[config.mk]
export PLATFORM = sky130hd
export DESIGN_NAME = led_frame_store_serializer_core
export DESIGN_NICKNAME = d
export VERILOG_FILES = /design/src/hdl/lfss_pkg.sv /design/src/hdl/lfss_ram.sv /design/src/hdl/lfss_front.sv /design/src/hdl/lfss_queue.sv /design/src/hdl/lfss_back.sv /design/src/hdl/led_frame_store_serializer_core.sv
export SDC_FILE = /design/constraint.sdc
export NUM_CORES = 1
export LEC_CHECK = 0
export ABC_CLOCK_PERIOD_IN_PS = 6580
export BUFFER_PORTS_ARGS = -buffer_cell sky130_fd_sc_hd__buf_2
export CAP_MARGIN = 5
export CORE_UTILIZATION = 35
export DETAILED_ROUTE_END_ITERATION = 8
export HOLD_SLACK_MARGIN = 0.02
export PLACE_DENSITY = 0.45
export SYNTH_ARGS = -nofsm -noshare
export SYNTH_HDL_FRONTEND = slang
export SYNTH_SLANG_ARGS = --single-unit
[constraint.sdc]
create_clock -name clk -period 6.58 [get_ports clk]
set_input_delay 0 -clock clk [delete_from_list [all_inputs] [get_ports clk]]
set_output_delay 0 -clock clk [all_outputs]
set_load 0.1 [all_outputs]
[src/hdl/lfss_pkg.sv]
`timescale 1ns / 1ps

package lfss_pkg;

    // Store geometry
    localparam int PIXELS_PER_GROUP = 48;
    localparam int MAX_GROUPS_DEF   = 2;
    localparam int CHIP_STEP        = 8 * 3;

    // Address field width in a command, enough for the largest store
    localparam int CMD_AW = 8;

    // Command queue between front and back
    localparam int QUEUE_DEPTH = 2;

    // Input item kinds
    localparam logic [1:0] KIND_WRITE = 2'd0;
    localparam logic [1:0] KIND_READ  = 2'd1;
    localparam logic [1:0] KIND_BYTE  = 2'd2;
    localparam logic [1:0] KIND_CLEAR = 2'd3;

    // Back-end operations
    localparam logic [2:0] OP_WRITE = 3'd0;
    localparam logic [2:0] OP_READ  = 3'd1;
    localparam logic [2:0] OP_BYTE  = 3'd2;
    localparam logic [2:0] OP_CLEAR = 3'd3;
    localparam logic [2:0] OP_REPLY = 3'd4;

    // Byte selection for a frame byte
    localparam logic [2:0] SEL_HI = 3'd0;
    localparam logic [2:0] SEL_LO = 3'd1;
    localparam logic [2:0] SEL_P0 = 3'd2;
    localparam logic [2:0] SEL_P1 = 3'd3;
    localparam logic [2:0] SEL_P2 = 3'd4;

    // Configuration register indexes
    localparam logic [1:0] REG_DRIVER_TYPE = 2'd0;
    localparam logic [1:0] REG_GROUP_COUNT = 2'd1;
    localparam logic [1:0] REG_CHAIN_REMAP = 2'd2;
    localparam logic [1:0] REG_CURVE_MODE  = 2'd3;

    typedef struct packed {
        logic       driver_type;
        logic [1:0] group_count;
        logic       chain_remap;
        logic       curve_mode;
    } cfg_t;

    typedef struct packed {
        logic [2:0]        op;
        logic [2:0]        byte_sel;
        logic              need_b;
        logic              eof;
        logic              bad;
        logic [CMD_AW-1:0] addr_a;
        logic [CMD_AW-1:0] addr_b;
        logic [7:0]        value;
    } cmd_t;

    // Chip segment of a logical index: number of 24-pixel steps below it
    function automatic logic [2:0] chip_seg(input logic [6:0] idx);
        logic [2:0] seg;
        seg = '0;
        for (int k = 1; k <= 5; k++)
        begin
            if (idx >= 7'(k * CHIP_STEP))
            begin
                seg = seg + 3'd1;
            end
        end
        return seg;
    endfunction

endpackage

[src/hdl/lfss_ram.sv]
`timescale 1ns / 1ps

module lfss_ram #(
    parameter int WIDTH = 8,
    parameter int DEPTH = 96
) (
    input  logic                     clk,
    input  logic                     we,
    input  logic [$clog2(DEPTH)-1:0] waddr,
    input  logic [WIDTH-1:0]         wdata,
    input  logic [$clog2(DEPTH)-1:0] raddr,
    output logic [WIDTH-1:0]         rdata
);

    logic [WIDTH-1:0] mem_reg [DEPTH];
    logic [WIDTH-1:0] rdata_reg;

    // Write port and registered read port
    always_ff @(posedge clk)
    begin
        if (we)
        begin
            mem_reg[waddr] <= wdata;
        end
        rdata_reg <= mem_reg[raddr];
    end

    assign rdata = rdata_reg;

endmodule

[src/hdl/lfss_front.sv]
`timescale 1ns / 1ps

module lfss_front #(
    parameter int MAX_GROUPS = lfss_pkg::MAX_GROUPS_DEF
) (
    input  logic          clk,
    input  logic          rst_n,
    input  lfss_pkg::cfg_t cfg,
    input  logic          start,
    input  logic          full,
    input  logic [1:0]    kind,
    input  logic [6:0]    pixel_index,
    input  logic [7:0]    pixel_value,
    output logic          push,
    output lfss_pkg::cmd_t push_cmd
);

    localparam int STORE_DEPTH = MAX_GROUPS * lfss_pkg::PIXELS_PER_GROUP;
    localparam int PIX_W       = $clog2(STORE_DEPTH + 1);
    localparam int LEN_W       = $clog2(2 * STORE_DEPTH + 1);
    localparam int LEN16_STEP  = 2 * lfss_pkg::PIXELS_PER_GROUP;
    localparam int LEN12_STEP  = lfss_pkg::PIXELS_PER_GROUP / 2 * 3;
    localparam int AW          = lfss_pkg::CMD_AW;

    logic [LEN_W-1:0] pos_reg, pos_next;
    logic [LEN_W-1:0] div3_reg, div3_next;
    logic [1:0]       mod3_reg, mod3_next;

    logic [1:0]       groups;
    logic [PIX_W-1:0] pix_count;
    logic [LEN_W-1:0] frame_len;
    logic             bad;
    logic [2:0]       seg;
    logic [6:0]       seg_rem;
    logic [2:0]       stops;
    logic [AW-1:0]    phys;
    logic             stale;
    logic [LEN_W-1:0] pos;
    logic [LEN_W-1:0] div3;
    logic [1:0]       mod3;
    logic             last;
    logic [AW-1:0]    addr16;
    logic [AW-1:0]    addr_pa;
    logic [AW-1:0]    addr_pb;

    assign push = start && !full;

    // Decode chain size and frame length
    always_comb
    begin
        if (cfg.group_count == 2'd0)
        begin
            groups = 2'd1;
        end
        else if (int'(cfg.group_count) > MAX_GROUPS)
        begin
            groups = 2'(MAX_GROUPS);
        end
        else
        begin
            groups = cfg.group_count;
        end
        pix_count = PIX_W'(int'(groups) * lfss_pkg::PIXELS_PER_GROUP);
        frame_len = cfg.driver_type ? LEN_W'(int'(groups) * LEN12_STEP)
                                    : LEN_W'(int'(groups) * LEN16_STEP);
        bad       = int'(pixel_index) >= int'(pix_count);
    end

    // Map logical index to physical store location
    always_comb
    begin
        seg     = lfss_pkg::chip_seg(pixel_index);
        seg_rem = pixel_index - 7'(lfss_pkg::CHIP_STEP * int'(seg));
        stops   = 3'(2 * int'(groups) - 1);
        if (!cfg.chain_remap)
        begin
            phys = AW'(pixel_index);
        end
        else if (int'(pixel_index) < int'(groups) * lfss_pkg::CHIP_STEP)
        begin
            phys = AW'(int'(pixel_index) + lfss_pkg::CHIP_STEP * int'(seg));
        end
        else
        begin
            phys = AW'(int'(3'(stops - seg)) * (2 * lfss_pkg::CHIP_STEP)
                       + lfss_pkg::CHIP_STEP + int'(seg_rem));
        end
    end

    // Work out the frame byte position and its store addresses
    always_comb
    begin
        stale   = pos_reg >= frame_len;
        pos     = stale ? '0 : pos_reg;
        div3    = stale ? '0 : div3_reg;
        mod3    = stale ? 2'd0 : mod3_reg;
        last    = int'(pos) + 1 >= int'(frame_len);
        addr16  = AW'(int'(pix_count) - 1 - int'(pos >> 1));
        addr_pa = AW'(int'(pix_count) - 1 - 2 * int'(div3));
        addr_pb = AW'(int'(pix_count) - 2 - 2 * int'(div3));
    end

    // Build the command and advance the frame position
    always_comb
    begin
        pos_next          = pos_reg;
        div3_next         = div3_reg;
        mod3_next         = mod3_reg;
        push_cmd          = '0;
        push_cmd.value    = pixel_value;
        case (kind)
            lfss_pkg::KIND_WRITE, lfss_pkg::KIND_READ:
            begin
                if (bad)
                begin
                    push_cmd.op  = lfss_pkg::OP_REPLY;
                    push_cmd.bad = 1'b1;
                end
                else
                begin
                    push_cmd.addr_a = phys;
                    if (kind == lfss_pkg::KIND_WRITE)
                    begin
                        push_cmd.op = lfss_pkg::OP_WRITE;
                        pos_next    = '0;
                        div3_next   = '0;
                        mod3_next   = 2'd0;
                    end
                    else
                    begin
                        push_cmd.op = lfss_pkg::OP_READ;
                    end
                end
            end
            lfss_pkg::KIND_BYTE:
            begin
                push_cmd.op  = lfss_pkg::OP_BYTE;
                push_cmd.eof = last;
                if (!cfg.driver_type)
                begin
                    push_cmd.addr_a   = addr16;
                    push_cmd.byte_sel = pos[0] ? lfss_pkg::SEL_LO : lfss_pkg::SEL_HI;
                end
                else
                begin
                    case (mod3)
                        2'd0:
                        begin
                            push_cmd.addr_a   = addr_pa;
                            push_cmd.byte_sel = lfss_pkg::SEL_P0;
                        end
                        2'd1:
                        begin
                            push_cmd.addr_a   = addr_pa;
                            push_cmd.addr_b   = addr_pb;
                            push_cmd.need_b   = 1'b1;
                            push_cmd.byte_sel = lfss_pkg::SEL_P1;
                        end
                        default:
                        begin
                            push_cmd.addr_a   = addr_pb;
                            push_cmd.byte_sel = lfss_pkg::SEL_P2;
                        end
                    endcase
                end
                if (last)
                begin
                    pos_next  = '0;
                    div3_next = '0;
                    mod3_next = 2'd0;
                end
                else
                begin
                    pos_next = pos + LEN_W'(1);
                    if (mod3 == 2'd2)
                    begin
                        mod3_next = 2'd0;
                        div3_next = div3 + LEN_W'(1);
                    end
                    else
                    begin
                        mod3_next = mod3 + 2'd1;
                        div3_next = div3;
                    end
                end
            end
            default:
            begin
                push_cmd.op = lfss_pkg::OP_CLEAR;
                pos_next    = '0;
                div3_next   = '0;
                mod3_next   = 2'd0;
            end
        endcase
    end

    // Hold the frame position between transfers
    always_ff @(posedge clk or negedge rst_n)
    begin
        if (!rst_n)
        begin
            pos_reg  <= '0;
            div3_reg <= '0;
            mod3_reg <= 2'd0;
        end
        else if (push)
        begin
            pos_reg  <= pos_next;
            div3_reg <= div3_next;
            mod3_reg <= mod3_next;
        end
    end

endmodule

[src/hdl/lfss_queue.sv]
`timescale 1ns / 1ps

module lfss_queue (
    input  logic           clk,
    input  logic           rst_n,
    input  logic           push,
    input  lfss_pkg::cmd_t push_cmd,
    input  logic           pop,
    output lfss_pkg::cmd_t head,
    output logic           empty,
    output logic           full
);

    localparam int DEPTH = lfss_pkg::QUEUE_DEPTH;
    localparam int PTR_W = (DEPTH > 1) ? $clog2(DEPTH) : 1;
    localparam int CNT_W = $clog2(DEPTH + 1);

    lfss_pkg::cmd_t   entries_reg [DEPTH];
    logic [PTR_W-1:0] wr_ptr_reg, wr_ptr_next;
    logic [PTR_W-1:0] rd_ptr_reg, rd_ptr_next;
    logic [CNT_W-1:0] count_reg, count_next;

    assign head  = entries_reg[rd_ptr_reg];
    assign empty = count_reg == '0;
    assign full  = count_reg == CNT_W'(DEPTH);

    // Advance pointers and fill count
    always_comb
    begin
        wr_ptr_next = wr_ptr_reg;
        rd_ptr_next = rd_ptr_reg;
        count_next  = count_reg;
        if (push)
        begin
            wr_ptr_next = (int'(wr_ptr_reg) == DEPTH - 1) ? '0 : wr_ptr_reg + PTR_W'(1);
        end
        if (pop)
        begin
            rd_ptr_next = (int'(rd_ptr_reg) == DEPTH - 1) ? '0 : rd_ptr_reg + PTR_W'(1);
        end
        if (push && !pop)
        begin
            count_next = count_reg + CNT_W'(1);
        end
        else if (pop && !push)
        begin
            count_next = count_reg - CNT_W'(1);
        end
    end

    always_ff @(posedge clk or negedge rst_n)
    begin
        if (!rst_n)
        begin
            wr_ptr_reg <= '0;
            rd_ptr_reg <= '0;
            count_reg  <= '0;
        end
        else
        begin
            wr_ptr_reg <= wr_ptr_next;
            rd_ptr_reg <= rd_ptr_next;
            count_reg  <= count_next;
        end
    end

    // Store pushed commands
    always_ff @(posedge clk)
    begin
        if (push)
        begin
            entries_reg[wr_ptr_reg] <= push_cmd;
        end
    end

    a_no_overflow: assert property (@(posedge clk) disable iff (!rst_n)
        int'(count_reg) <= DEPTH)
        else $error("command queue over capacity");

    a_pop_nonempty: assert property (@(posedge clk) disable iff (!rst_n)
        pop |-> count_reg != '0)
        else $error("pop from empty command queue");

endmodule

[src/hdl/lfss_back.sv]
`timescale 1ns / 1ps

module lfss_back #(
    parameter int MAX_GROUPS = lfss_pkg::MAX_GROUPS_DEF
) (
    input  logic           clk,
    input  logic           rst_n,
    input  lfss_pkg::cfg_t cfg,
    input  logic           empty,
    input  lfss_pkg::cmd_t head,
    output logic           pop,
    output logic           done,
    output logic [7:0]     out_data,
    output logic           end_of_frame,
    output logic           bad_index
);

    localparam int STORE_DEPTH = MAX_GROUPS * lfss_pkg::PIXELS_PER_GROUP;
    localparam int ADDR_W      = $clog2(STORE_DEPTH);

    localparam logic [1:0] ST_IDLE   = 2'd0;
    localparam logic [1:0] ST_FIRST  = 2'd1;
    localparam logic [1:0] ST_SECOND = 2'd2;
    localparam logic [1:0] ST_EMIT   = 2'd3;

    logic [1:0]             state_reg, state_next;
    logic [STORE_DEPTH-1:0] valid_reg, valid_next;
    logic                   hit_reg, hit_next;
    lfss_pkg::cmd_t         cmd_reg, cmd_next;
    logic [15:0]            level_a_reg, level_a_next;
    logic [15:0]            level_b_reg, level_b_next;
    logic                   done_reg;
    logic [7:0]             data_reg;
    logic                   eof_reg;
    logic                   bad_reg;

    logic                   ram_we;
    logic [ADDR_W-1:0]      ram_raddr;
    logic [7:0]             ram_rdata;
    logic [7:0]             rd_byte;
    logic                   emit;
    logic [7:0]             emit_data;
    logic                   emit_eof;
    logic                   emit_bad;

    // Brightness curve: square, or shift up by one byte
    function automatic logic [15:0] curve(input logic [7:0] v, input logic shift_mode);
        return shift_mode ? {v, 8'h00} : ({8'h00, v} * {8'h00, v});
    endfunction

    lfss_ram #(
        .WIDTH (8),
        .DEPTH (STORE_DEPTH)
    ) u_store (
        .clk   (clk),
        .we    (ram_we),
        .waddr (head.addr_a[ADDR_W-1:0]),
        .wdata (head.value),
        .raddr (ram_raddr),
        .rdata (ram_rdata)
    );

    // Entries never written since reset or clear read as zero
    assign rd_byte = hit_reg ? ram_rdata : 8'h00;

    // Sequence one command at a time
    always_comb
    begin
        state_next   = state_reg;
        valid_next   = valid_reg;
        hit_next     = hit_reg;
        cmd_next     = cmd_reg;
        level_a_next = level_a_reg;
        level_b_next = level_b_reg;
        pop          = 1'b0;
        ram_we       = 1'b0;
        ram_raddr    = cmd_reg.addr_b[ADDR_W-1:0];
        emit         = 1'b0;
        emit_data    = 8'h00;
        emit_eof     = 1'b0;
        emit_bad     = 1'b0;
        case (state_reg)
            ST_IDLE:
            begin
                ram_raddr = head.addr_a[ADDR_W-1:0];
                if (!empty)
                begin
                    pop      = 1'b1;
                    cmd_next = head;
                    hit_next = valid_reg[head.addr_a[ADDR_W-1:0]];
                    case (head.op)
                        lfss_pkg::OP_WRITE:
                        begin
                            ram_we = 1'b1;
                            valid_next[head.addr_a[ADDR_W-1:0]] = 1'b1;
                            emit = 1'b1;
                        end
                        lfss_pkg::OP_CLEAR:
                        begin
                            valid_next = '0;
                            emit       = 1'b1;
                        end
                        lfss_pkg::OP_READ, lfss_pkg::OP_BYTE:
                        begin
                            state_next = ST_FIRST;
                        end
                        lfss_pkg::OP_REPLY:
                        begin
                            emit     = 1'b1;
                            emit_bad = head.bad;
                        end
                        default:
                        begin
                            emit = 1'b1;
                        end
                    endcase
                end
            end
            ST_FIRST:
            begin
                if (cmd_reg.op == lfss_pkg::OP_READ)
                begin
                    emit       = 1'b1;
                    emit_data  = rd_byte;
                    state_next = ST_IDLE;
                end
                else
                begin
                    level_a_next = curve(rd_byte, cfg.curve_mode);
                    if (cmd_reg.need_b)
                    begin
                        hit_next   = valid_reg[cmd_reg.addr_b[ADDR_W-1:0]];
                        state_next = ST_SECOND;
                    end
                    else
                    begin
                        state_next = ST_EMIT;
                    end
                end
            end
            ST_SECOND:
            begin
                level_b_next = curve(rd_byte, cfg.curve_mode);
                state_next   = ST_EMIT;
            end
            ST_EMIT:
            begin
                emit       = 1'b1;
                emit_eof   = cmd_reg.eof;
                state_next = ST_IDLE;
                case (cmd_reg.byte_sel)
                    lfss_pkg::SEL_HI, lfss_pkg::SEL_P0: emit_data = level_a_reg[15:8];
                    lfss_pkg::SEL_LO: emit_data = level_a_reg[7:0];
                    lfss_pkg::SEL_P1: emit_data = {level_a_reg[7:4], level_b_reg[15:12]};
                    lfss_pkg::SEL_P2: emit_data = level_a_reg[11:4];
                    default:          emit_data = 8'h00;
                endcase
            end
            default:
            begin
                state_next = ST_IDLE;
            end
        endcase
    end

    always_ff @(posedge clk or negedge rst_n)
    begin
        if (!rst_n)
        begin
            state_reg <= ST_IDLE;
            valid_reg <= '0;
            hit_reg   <= 1'b0;
            done_reg  <= 1'b0;
        end
        else
        begin
            state_reg <= state_next;
            valid_reg <= valid_next;
            hit_reg   <= hit_next;
            done_reg  <= emit;
        end
    end

    // Hold command, levels and result payload
    always_ff @(posedge clk)
    begin
        cmd_reg     <= cmd_next;
        level_a_reg <= level_a_next;
        level_b_reg <= level_b_next;
        if (emit)
        begin
            data_reg <= emit_data;
            eof_reg  <= emit_eof;
            bad_reg  <= emit_bad;
        end
    end

    assign done         = done_reg;
    assign out_data     = data_reg;
    assign end_of_frame = eof_reg;
    assign bad_index    = bad_reg;

    a_second_after_first: assert property (@(posedge clk) disable iff (!rst_n)
        state_reg == ST_SECOND |-> $past(state_reg) == ST_FIRST && cmd_reg.need_b)
        else $error("second read without a packed byte");

    a_emit_strobe: assert property (@(posedge clk) disable iff (!rst_n)
        state_reg == ST_EMIT |=> done_reg && !bad_reg)
        else $error("frame byte not delivered");

    a_eof_from_emit: assert property (@(posedge clk) disable iff (!rst_n)
        done_reg && eof_reg |-> $past(state_reg) == ST_EMIT)
        else $error("end of frame outside a frame byte");

    a_bad_zero: assert property (@(posedge clk) disable iff (!rst_n)
        done_reg && bad_reg |-> data_reg == 8'h00)
        else $error("bad index result carries data");

endmodule

[src/hdl/led_frame_store_serializer_core.sv]
// LED frame store and serializer for chained grayscale driver chips.
// Command channel: an item (kind, pixel_index, pixel_value) transfers at a
// rising edge with start high and busy low. Kinds: write pixel, read pixel,
// next frame byte, clear store. Every item yields exactly one result.
// Result channel: done is high for one cycle with out_data, end_of_frame and
// bad_index; the receiver takes it at the edge ending that cycle and cannot
// stall it. busy rises only while the two-entry command queue is full.
// The back end answers a write, clear or bad index from its idle state as it
// takes the command from the queue; a read adds the registered store read; a
// frame byte also registers its level before an emit state; the middle byte
// of a packed 12-bit pair adds a second store read. done is registered. The
// back end, with its single store read port, ends each command before the next.
// Configuration: cfg_we writes cfg_data into register cfg_index (driver type,
// group count, chain remap, curve mode); write only while idle.
// Reset: registers take their reset values, the store reads as all zero
// through per-entry valid bits, which clear also resets, and the frame
// restarts at its first byte.
`timescale 1ns / 1ps

module led_frame_store_serializer_core #(
    parameter int MAX_GROUPS = lfss_pkg::MAX_GROUPS_DEF
) (
    input  logic       clk,
    input  logic       rst_n,
    input  logic       start,
    output logic       busy,
    input  logic [1:0] kind,
    input  logic [6:0] pixel_index,
    input  logic [7:0] pixel_value,
    output logic       done,
    output logic [7:0] out_data,
    output logic       end_of_frame,
    output logic       bad_index,
    input  logic       cfg_we,
    input  logic [1:0] cfg_index,
    input  logic [1:0] cfg_data
);

    lfss_pkg::cfg_t cfg_reg;
    logic           push;
    lfss_pkg::cmd_t push_cmd;
    lfss_pkg::cmd_t head;
    logic           pop;
    logic           empty;
    logic           full;

    // Hold configuration registers
    always_ff @(posedge clk or negedge rst_n)
    begin
        if (!rst_n)
        begin
            cfg_reg.driver_type <= 1'b0;
            cfg_reg.group_count <= 2'd1;
            cfg_reg.chain_remap <= 1'b1;
            cfg_reg.curve_mode  <= 1'b0;
        end
        else if (cfg_we)
        begin
            case (cfg_index)
                lfss_pkg::REG_DRIVER_TYPE: cfg_reg.driver_type <= cfg_data[0];
                lfss_pkg::REG_GROUP_COUNT: cfg_reg.group_count <= cfg_data;
                lfss_pkg::REG_CHAIN_REMAP: cfg_reg.chain_remap <= cfg_data[0];
                lfss_pkg::REG_CURVE_MODE:  cfg_reg.curve_mode  <= cfg_data[0];
                default: ;
            endcase
        end
    end

    assign busy = full;

    lfss_front #(
        .MAX_GROUPS (MAX_GROUPS)
    ) u_front (
        .clk         (clk),
        .rst_n       (rst_n),
        .cfg         (cfg_reg),
        .start       (start),
        .full        (full),
        .kind        (kind),
        .pixel_index (pixel_index),
        .pixel_value (pixel_value),
        .push        (push),
        .push_cmd    (push_cmd)
    );

    lfss_queue u_queue (
        .clk      (clk),
        .rst_n    (rst_n),
        .push     (push),
        .push_cmd (push_cmd),
        .pop      (pop),
        .head     (head),
        .empty    (empty),
        .full     (full)
    );

    lfss_back #(
        .MAX_GROUPS (MAX_GROUPS)
    ) u_back (
        .clk          (clk),
        .rst_n        (rst_n),
        .cfg          (cfg_reg),
        .empty        (empty),
        .head         (head),
        .pop          (pop),
        .done         (done),
        .out_data     (out_data),
        .end_of_frame (end_of_frame),
        .bad_index    (bad_index)
    );

endmodule

==> results.toml <==
[cells_and_area]
layout-drive-gt1-share_pct = 10.76
design_area_sq_um = 50730
mostFrequentLayoutCells = "edfxtp_1 (871), nand2_1 (697), nand3_1 (187)"
diodes = 0
fillCellCount = 12060
final_common_cell = "edfxtp_1"
final_nets = 3733
largest_reg_flops = 768
syn_to_final_growth_pct = 14.06

[global_route]
grt_first_pass_wirelength_mm = 200.7
grt_pass1_vias = 28630
grtUsageTotal_pct = 21.29
gr-total-overflow = 0
use_met1_pct = 30.95
grt_max_degree = 96
grt_use_met2_pct = 32.86
use_met3_pct = 3.457
antenna_found_initial = 4
busiest_layer = "met2"

[power_and_ir_drop]
peakVddDrop_v = 0.0003066
p_leak_nw = 18.33
p_per_area_nw_per_um2 = 480.3

[logic_synthesis]
ys_ff_latch = 1003
synth_cells = 3535
seq_area_frac_synth_pct = 66.15
ys.flop_type = "edfxtp_1"
ys_types = 93
synth_edf_count = 871
synth_warnings = 0
synth_area_per_cell_sq_um = 12.58
synthArstFlopShare_pct = 12.36
syn_area_sq_um = 44480

[clock_tree]
cts_setup_buffers = 0
worstSkewPairLatency_ns = 0.72
cts_made_buffers = 110
root_buffer = "clkbuf_16"
h-tree-depth = 3
clk_pin_slew_worst_paths_ns = 0.06
cts_buffer_depth = 3
cts_tree = "yes"
cts_sinks = 1003

[timing]
min_period_ns = 5.572
timing.fmax_mhz = 179.5
rsz0062_at_grt = "no"
tns_ns = 0
hold_violations = 0
slew_viol_final = 0
finalCritPeriodShare_pct = 84.68
clock_skew_ns = 0.02348
slew_headroom_pct = 16.31
setup_viol = 0
worstMarginPinSlew_ns = 1.251

[drt]
ant_nets = 0
drc = 0
drt-pass1-iter-count = 5
via_per_inst = 5.440
wl_mm = 136.7
via_count = 29100
drtIter0Drc = 2535
wire_per_inst_microns = 25.55

[floorplanning]
rows = 130
start_util_pct = 35.33
chipWidth_microns = 358.5
io-pin-count = 37
die_h_microns = 358.5
die_area_sq_um = 128500
coreArea_sq_um = 125900

[placed_design]
dpl-instance-area_sq_um = 46810
dpl.hpwl_mm = 84.54
place_congestion = 0.8617
portBuffers = 36

[critical_path]
crit_type = "reg -> reg"
cp_cell_sequence = "and2_0 -> nand2_1 -> inv_1 -> fa_1 -> fa_1 -> fa_1 -> fa_1 -> ha_1 -> a2111oi_0 -> nor3_1 -> a41o_1 -> o41ai_2 -> nor4b_1 -> a211oi_1"
ff2ff_setup_slack_ns = 1.01
slowest_stage = "dfrtp_1"
crit_buf_inv = 1
critical_path.top_delay_family = "adder cells"
cp-end-kind = "register"
cp.arrival_ns = 6.08
cpMostUsedCell = "fa_1"
cp_max_fo = 27
cpPeakStageDelay_ns = 0.74
cp_data_required_time_ns = 7.09
start_kind = "register"

[status]
status = "complete, no violations"

[min_path]
min_path_type = "in -> reg"

[run]
maxCapViolCount = 0
-- what timing repair did --
item / CTS / global route
resized for setup: 0 / 0
hold buffers: 37 / 0
hold endpoints to repair: 196 / 0
-- worst paths after layout --
check                                                       from  cells past startpoint                              endpoint
worst max-delay path                  u_back.hit_reg$_DFFE_PN0P_                     14      u_back.level_b_reg[15]$_DFFE_PN_
worst min-delay path                              pixel_index[4]                      3  u_queue.entries_reg[0][20]$_DFFE_PP_
worst max register to register        u_back.hit_reg$_DFFE_PN0P_                     14      u_back.level_b_reg[15]$_DFFE_PN_
worst min register to register  u_back.valid_reg[77]$_DFFE_PN0P_                      1      u_back.valid_reg[77]$_DFFE_PN0P_
max in group asynchronous                                  rst_n                      4       u_back.valid_reg[8]$_DFFE_PN0P_
min in group asynchronous                                  rst_n                      3                cfg_reg[1]$_DFFE_PN1P_
-- cell usage after synthesis (all sizes together) (7+ instances only) --
cell type | count | area share (%)
a211oi | 110 | 1.9
a21boi | 9 | 0.16
a21o | 7 | 0.12
a21oi | 73 | 0.82
a221oi | 10 | 0.20
a22o | 16 | 0.33
a22oi | 26 | 0.44
a311oi | 90 | 1.8
a31oi | 86 | 1.2
and3 | 152 | 2.1
buf | 123 | 1.5
clkbuf | 109 | 0.92
dfrtp | 123 | 6.9
dfxtp | 8 | 0.36
edfxtp | 871 | 59
fa | 30 | 1.4
ha | 72 | 2.0
inv | 72 | 0.61
mux2 | 33 | 0.85
mux2i | 21 | 0.53
mux4 | 15 | 0.76
nand2 | 699 | 5.9
nand2b | 10 | 0.14
nand3 | 187 | 2.1
nand4 | 9 | 0.13
nor2 | 169 | 1.5
nor2b | 23 | 0.32
nor3 | 37 | 0.48
nor4 | 10 | 0.14
o21a | 102 | 1.7
o21ai | 71 | 0.83
o221ai | 9 | 0.19
o22ai | 26 | 0.37
xnor2 | 34 | 0.67
xor2 | 18 | 0.35
-- layer usage --
metal  share of wire (%)  vias up  wire length (microns)
li1                    -    13350                      -
met1                  47    14870                  64600
met2                  45      706                  62020
met3                 4.8      180                   6596
met4                 2.5        2                   3435
met5               0.012        -                     16
-- cell type report --
cell class	instances	area, sq um	share of cell area, %
multi-input combinational	2229	13830	27.26
tap	1650	2064	4.070
clock inverter	59	500.5	0.9866
inverter	72	270.3	0.5328
sequential	1003	29420	58.00
timing repair buffer	190	1615	3.184
clock buffer	147	3027	5.966
-- worst register-to-register path: cells and delay by family, from the launching register on --
kind	cells	cell delay, ns
compound gates	4	1.43
fa+ha+maj	5	2.23
flops	1	0.74
buf+inv	1	0.11
simple gates	4	0.87
-- metrics by stage --
| step | total power, mW | std cells | hold slack, ns | worst slack [ns] | util, % |
|---|---|---|---|---|---|
| 2_1_floorplan | 14.29 | 3536 | -0.2956 | 1.234 | - |
| 3_3_place_gp | 18.45 | 5107 | 0.1012 | 0.9486 | 37.18 |
| 3_5_place_dp | 18.43 | 5107 | 0.1004 | 0.9040 | 37.18 |
| 4_1_cts | 24.59 | 5350 | 0.03416 | 1.019 | 40.29 |
| 5_1_grt | 25.54 | 5350 | 0.09530 | 0.4687 | 40.29 |
| 6_report | 24.36 | 5350 | 0.1072 | 1.008 | 40.29 |
-- where the power goes --
group | switching [mW] | leakage, nW | internal, mW
clock | 2.58 | 1.72 | 3.53
combinational | 7.14 | 6.96 | 2.75
sequential | 0.367 | 9.65 | 8.00
-- kinds of logic after synthesis --
kind of cell             Yosys count  share of synthesized area [%]
AO/OA/AOI/OAI                    681                          10.95
XOR/XNOR                          53                          1.075
adder cells (fa/ha/maj)          103                          3.398
buffers and inverters            304                          2.985
flip-flops                      1003                          66.15
multiplexers                      69                          2.141
other                              1                       0.008432
AND/OR/NAND/NOR                 1321                          13.30
Note: power is estimated with default switching activity, not from simulation.
